### src/design/psff_pkg.sv
package psff_pkg;

  localparam int VALUE_W    = 32;
  localparam int FRAC_BITS  = 16;
  localparam int GRID_LOG   = 5;
  localparam int IDX_W      = 3 * GRID_LOG;
  localparam int CELLS      = 1 << IDX_W;
  localparam int REG_W      = 31;
  localparam int CFG_IDX_W  = 3;
  localparam int IN_DATA_W  = 112;
  localparam int OUT_DATA_W = 3 * VALUE_W;
  localparam int QDEPTH     = 4;
  localparam int QPTR_W     = $clog2(QDEPTH);
  localparam int QLVL_W     = $clog2(QDEPTH + 1);

  localparam logic signed [VALUE_W-1:0] VMAX = {1'b0, {(VALUE_W-1){1'b1}}};
  localparam logic signed [VALUE_W-1:0] VMIN = {1'b1, {(VALUE_W-1){1'b0}}};

  localparam logic OP_LOAD    = 1'b0;
  localparam logic OP_COMPUTE = 1'b1;

  localparam logic [CFG_IDX_W-1:0] REG_INV   = 3'd0;
  localparam logic [CFG_IDX_W-1:0] REG_MU    = 3'd1;
  localparam logic [CFG_IDX_W-1:0] REG_KAPPA = 3'd2;
  localparam logic [CFG_IDX_W-1:0] REG_MASS  = 3'd3;
  localparam logic [CFG_IDX_W-1:0] REG_PAIR  = 3'd4;

  typedef struct packed {
    logic                      opcode;
    logic [IDX_W-1:0]          idx;
    logic signed [VALUE_W-1:0] fc;
    logic signed [VALUE_W-1:0] fb;
    logic signed [VALUE_W-1:0] fa;
  } cmd_t;

  typedef struct packed {
    logic [REG_W-1:0]          inv;
    logic signed [VALUE_W-1:0] mu;
    logic [REG_W-1:0]          kappa;
    logic [REG_W-1:0]          mass;
    logic signed [VALUE_W-1:0] pair;
  } cfg_t;

  typedef struct packed {
    logic [QLVL_W-1:0] level;
    logic              pop;
  } qstat_t;

  typedef struct packed {
    logic busy;
    logic out_load;
  } bstat_t;

endpackage

### src/design/psff_queue.sv
module psff_queue
  import psff_pkg::*;
(
  input  logic   clk,
  input  logic   rst_n,
  input  logic   push,
  input  cmd_t   push_data,
  output logic   full,
  input  logic   pop,
  output logic   deq_valid,
  output cmd_t   deq_data,
  output qstat_t stat
);

  cmd_t              slot_r [QDEPTH];
  logic [QPTR_W-1:0] wr_ptr_r, rd_ptr_r;
  logic [QLVL_W-1:0] level_r;

  assign full      = (level_r == QLVL_W'(QDEPTH));
  assign deq_valid = (level_r != '0);
  assign deq_data  = slot_r[rd_ptr_r];
  assign stat      = '{level: level_r, pop: pop};

  always_ff @(posedge clk) begin
    if (push) begin
      slot_r[wr_ptr_r] <= push_data;
    end
  end

  always_ff @(posedge clk) begin
    if (!rst_n) begin
      wr_ptr_r <= '0;
      rd_ptr_r <= '0;
      level_r  <= '0;
    end else begin
      if (push) wr_ptr_r <= wr_ptr_r + 1'b1;
      if (pop)  rd_ptr_r <= rd_ptr_r + 1'b1;
      if (push && !pop)      level_r <= level_r + 1'b1;
      else if (pop && !push) level_r <= level_r - 1'b1;
    end
  end

endmodule

### config.mk
export PLATFORM = sky130hd
export DESIGN_NAME = psff_queue
export DESIGN_NICKNAME = d
export VERILOG_FILES = /design/src/design/psff_pkg.sv /design/src/design/psff_queue.sv
export SDC_FILE = /design/constraint.sdc
export NUM_CORES = 1
export LEC_CHECK = 0
export ABC_AREA = 1
export BUFFER_PORTS_ARGS = -buffer_cell sky130_fd_sc_hd__buf_4
export CORE_UTILIZATION = 45
export DETAILED_ROUTE_END_ITERATION = 12
export GPL_ROUTABILITY_DRIVEN = 0
export GPL_TIMING_DRIVEN = 0
export PLACE_DENSITY = 0.7
export SETUP_SLACK_MARGIN = 0.15
export SKIP_CTS_REPAIR_TIMING = 1
export SLEW_MARGIN = 20
export SYNTH_ARGS = -nofsm -noshare
export SYNTH_HDL_FRONTEND = slang
export SYNTH_SLANG_ARGS = --single-unit
### constraint.sdc
create_clock -name clk -period 3.1 [get_ports clk]
set_input_delay 0 -clock clk [delete_from_list [all_inputs] [get_ports clk]]
set_output_delay 0 -clock clk [all_outputs]
set_load 0.01 [all_outputs]
Word-level counts from Yosys, hierarchy flattened
Memory sizes are Yosys's and may differ from the RTL's. A register that Yosys moved wholly into a read port is not among the register bits.
Index checks and enable logic that the tools add are counted.
Widths: inputs -> output; s select.
Operators by class
  add/sub/neg operators: 4
  eq/ne operators: 1
  multiplexer cells: 6
  reduce and logical (&&, ||, !) cells: 6
Operator list (count)
  $mux 3: 2
  $add 2x1->2 const B: 2
  $mux 2: 2
  $add 3x1->3 const B: 1
  $eq 3x3->1 const B: 1
  $reduce_bool 3->1: 1
  $sub 3x1->3 const B: 1
  $logic_and 1x1->1: 2
  $logic_not 1->1: 2
  $mux 1: 2
  $reduce_bool 2->1: 1
Storage, ports and cells
  register bits: 7
  bits in writable memories: 448
  input port bits: 116
  output and inout port bits: 118
  logic and storage cells: 21
  memories: 1
Memory list
  slot_r: words 4, width 112, rd ports 1, clocked after Yosys merged registers in 1, wr ports 1, RTL line psff_queue.sv:15  | cmd_t slot_r [QDEPTH];

Logic depth before layout (Yosys ltp)
  word-level depth: 4
  mapped depth: 10
  gate-level depth less buffers: 10

Worst setup path before layout
OpenSTA, ideal clock, no wires.
  path kind: register to register
  start: register wr_ptr_r[0]
  end: memory slot_r[2][0] (netlist bit) (enable)
  library setup time: 0.465 ns
  arrival: 2.748 ns
  data required time: 2.635 ns
  path slack: -0.114 ns
  stages on the path, launching flop included: 5
  path buffers: 0
  clock period less this slack: 3.214 ns
  cell sequence: dfxtp_1 > inv_1 > ha_1 > nand2_1 > inv_1
RTL lines
  start, declared: RTL line psff_queue.sv:16  | logic [QPTR_W-1:0] wr_ptr_r, rd_ptr_r;
  start signal, assigned: RTL line psff_queue.sv:36  | if (push) wr_ptr_r <= wr_ptr_r + 1'b1;
  end, declared: RTL line psff_queue.sv:15
Straight into the memory's write port.

==> metrics.md <==
| Metric | Value |
|---|---|
| RSZ-0062 raised after global routing | `false` |
| Synth Flop Type | `edfxtp_1` |
| Synthesized area per cell | `about 15 um^2` |
| Nets | `approximately 1700` |
| Worst stage delay on the critical path | `0.39 ns` |
| Slew Viols, Final | `0` |
| Deepest level of the CTS H-tree | `2` |
| Setup violators final | `0` |
| Simple-gate area share of the yosys netlist | `0.05379` |
| Syn Std Cell Area | `17050 um^2` |
| TritonCTS buffer count | `46` |
| Worst-path cell chain | `buf_6 > buf_8 > inv_8 > clkbuf_1 > o21ai_0 > o22ai_1 > buf_4` |
| Rows | `70` |
| Critical Path RT | `3.10 ns` |
| EDFF count, synth | `448` |
| Max Cap Viol | `0` |
| P_leak | `7.912 nW` |
| All-Layer GR Usage | `0.2128` |
| Drt total wl | `42100 um` |
| Synth Area in Adders | `0.004843` |
| Vias in the first global route | `~11000` |
| Final Power | `0.01412 W` |
| CTS root buf | `clkbuf_16` |
| Setup Skew | `0.01124 ns` |
| Setup Crit Path Kind | `reg -> out` |
| Sequential fraction of the synthesis area | `0.7995` |
| Cells after Synth | `1143` |
| Initial antenna violation count | `0` |
| DP HPWL | `~26000 um` |
| # port buffers | `around 230` |
| Mux cell area share after synthesis | `0` |
| Ys async rst share | `0` |
| Bufs and invs on worst path | `5` |
| Top post-synthesis cells by area | `edfxtp_1 (79%), o21ai_0 (5.3%), nor2_1 (5.1%), o22ai_1 (4.1%), o21ai_1 (1.5%)` |
| Commonest cells in the netlist | `edfxtp_1 (448), nor2_1 (230), o21ai_0 (180), o22ai_1 (112), o21ai_1 (50)` |
| Crit path launch type | `flop` |
| Post-synthesis compound-gate area fraction | `0.1098` |
| Most frequent cell after synthesis | `edfxtp_1` |
| Final core occ | `0.6066` |
| CP delay by family, top | `buffers and inverters` |
| Yosys reg bits | `~460` |
| Hold Violations, Final | `0` |
| Xor-xnor portion of the synthesized cell area | `0` |
| GRT Residual Overflow | `0` |
| Kind of end point of the critical path | `output port` |
| Slowest-stage cell, CP | `clkbuf_1` |
| Clock transition at path regs | `0.06 ns` |
| Initial Utilization | `0.4613` |
| IO Pins | `234` |
| Synth top area share | `0.7890` |
| Die height | `between 150 and 200 um` |
| Status | `complete, no violations` |
| Clock Sinks | `457` |
| Detailed Routing Iterations Pass 1 | `7` |
| DRC errors left | `0` |
| Final TNS setup | `0 ns` |
| Chip width | `196.7 um` |
| Synth area leader | `edfxtp_1` |
| CTS tree | `built` |
| Core area | `36960 um^2` |
| Tcrit/Tclk final | `0.7614` |
| Share of layout cells above drive strength 1 | `0.2185` |
| Syn Nets | `1265` |
| Filler-free cell count of the finished design | `2098` |
| Vias per inst | `5.235` |
| Via count | `10980` |
| Antenna-violating nets left | `0` |
| Synth warn | `0` |
| Worst Max-Slew Pin Slew | `0.6743 ns` |
| Inst Count DP | `1896` |
| Clock Tree Buf Depth | `3` |
| Count of different cell masters after synthesis | `23` |
| Worst vdd ir | `553.1 uV` |
| Post-layout min period | `around 2.4 ns` |
| Slew margin rel. | `0.5495` |
| Crit path DAT | `2.36 ns` |
| Initial DRC count | `a little under 700` |
| Critical-path maximum fanout | `10` |
| Largest family of logic cells by synthesized area | `compound AO/OA/AOI/OAI gates` |
| Min-delay worst type | `in -> reg` |
| Worst-Skew Late Latency | `roughly 0.57 ns` |
| Die ar. | `38680 um^2` |
| Largest net degree at the start of global routing | `30` |
| First-pass GRT wire length | `61840 um` |
| FMAX | `423.7 MHz` |
| Routed len/inst | `around 20 um` |
| Area delta synth->final | `31.49%` |
| Pwr Density | `629.9 nW/um^2` |
power breakdown:
group / internal (W) / switching [W] / total [W] / leakage (nW)
combinational: 0.000724 / 0.000948 / 0.00167 / 3.02
clock: 0.00314 / 0.00219 / 0.00533 / 0.705
sequential: 0.00706 / 0.0000596 / 0.00712 / 4.19
flip-flops by register name (all words and copies together) (netlist names), named ones only:
name / count
level_r: 3
slot_r: 448
rd_ptr_r: 2
wr_ptr_r: 2
cell type report:
type | count | area, um^2
Fill cell | 2850 | 14540
Sequential cell | 457 | 13630
Timing Repair Buffer | 366 | 3263
Multi-Input combinational cell | 595 | 2872
Clock buffer | 60 | 1277
Tap cell | 504 | 630.6
Buffer | 74 | 475.5
Clock inverter | 24 | 181.4
Inverter | 17 | 86.33
Antenna cell | 1 | 2.502
routing by layer:
metal  vias to the layer above  part of all wire  track usage
li1                       5159                 -            -
met1                      5436              0.42       0.2797
met2                       326              0.49       0.3473
met3                        61             0.060      0.05048
met4                         0             0.022      0.07580
met5                         -                 0            0
cells in the final DEF (no fill, tap or decap), types with 5 or more instances in the layout:
cell and instances:
clkinv_1 15, nor2_1 230, buf_4 236, dfxtp_1 9, clkbuf_1 50, nand2_1 10
inv_1 11, buf_2 8, buf_6 18, edfxtp_1 448, o21ai_0 180, buf_12 14
o21ai_1 50, clkinvlp_4 6, o22ai_1 112, clkbuf_16 49, ha_1 5, dlygate4sd3_1 117
stage by stage:
step                      worst slack (ns)  cell area, um^2  hold WS [ns]
after global routing                0.5905            22420        0.1586
final                               0.7398            22420        0.1733
after detailed placement            0.9549            19790        0.2029
after CTS                           0.7442            21250       -0.4109
after global placement              -1.127            19450        0.2002
after floorplan                     0.3698            17070       0.09177
worst paths after layout:
check	startpoint	depth (start not counted)	slack, ns	end
setup / recovery	flop	7	0.74	deq_data[8]
hold / removal	push_data[10]	2	0.17	slot_r[1][10]
hold reg to reg	rd_ptr_r[1]	1	0.46	flop
setup reg to reg	wr_ptr_r[0]	6	1.00	slot_r[2][79]
cells by family after synthesis:
kind of cell             after synthesis
AO/OA/AOI/OAI                        346
adder cells (fa/ha/maj)                6
buffers and inverters                 91
flip-flops                           457
AND/OR/NAND/NOR                      243
Note: power is estimated with default switching activity, not from simulation.
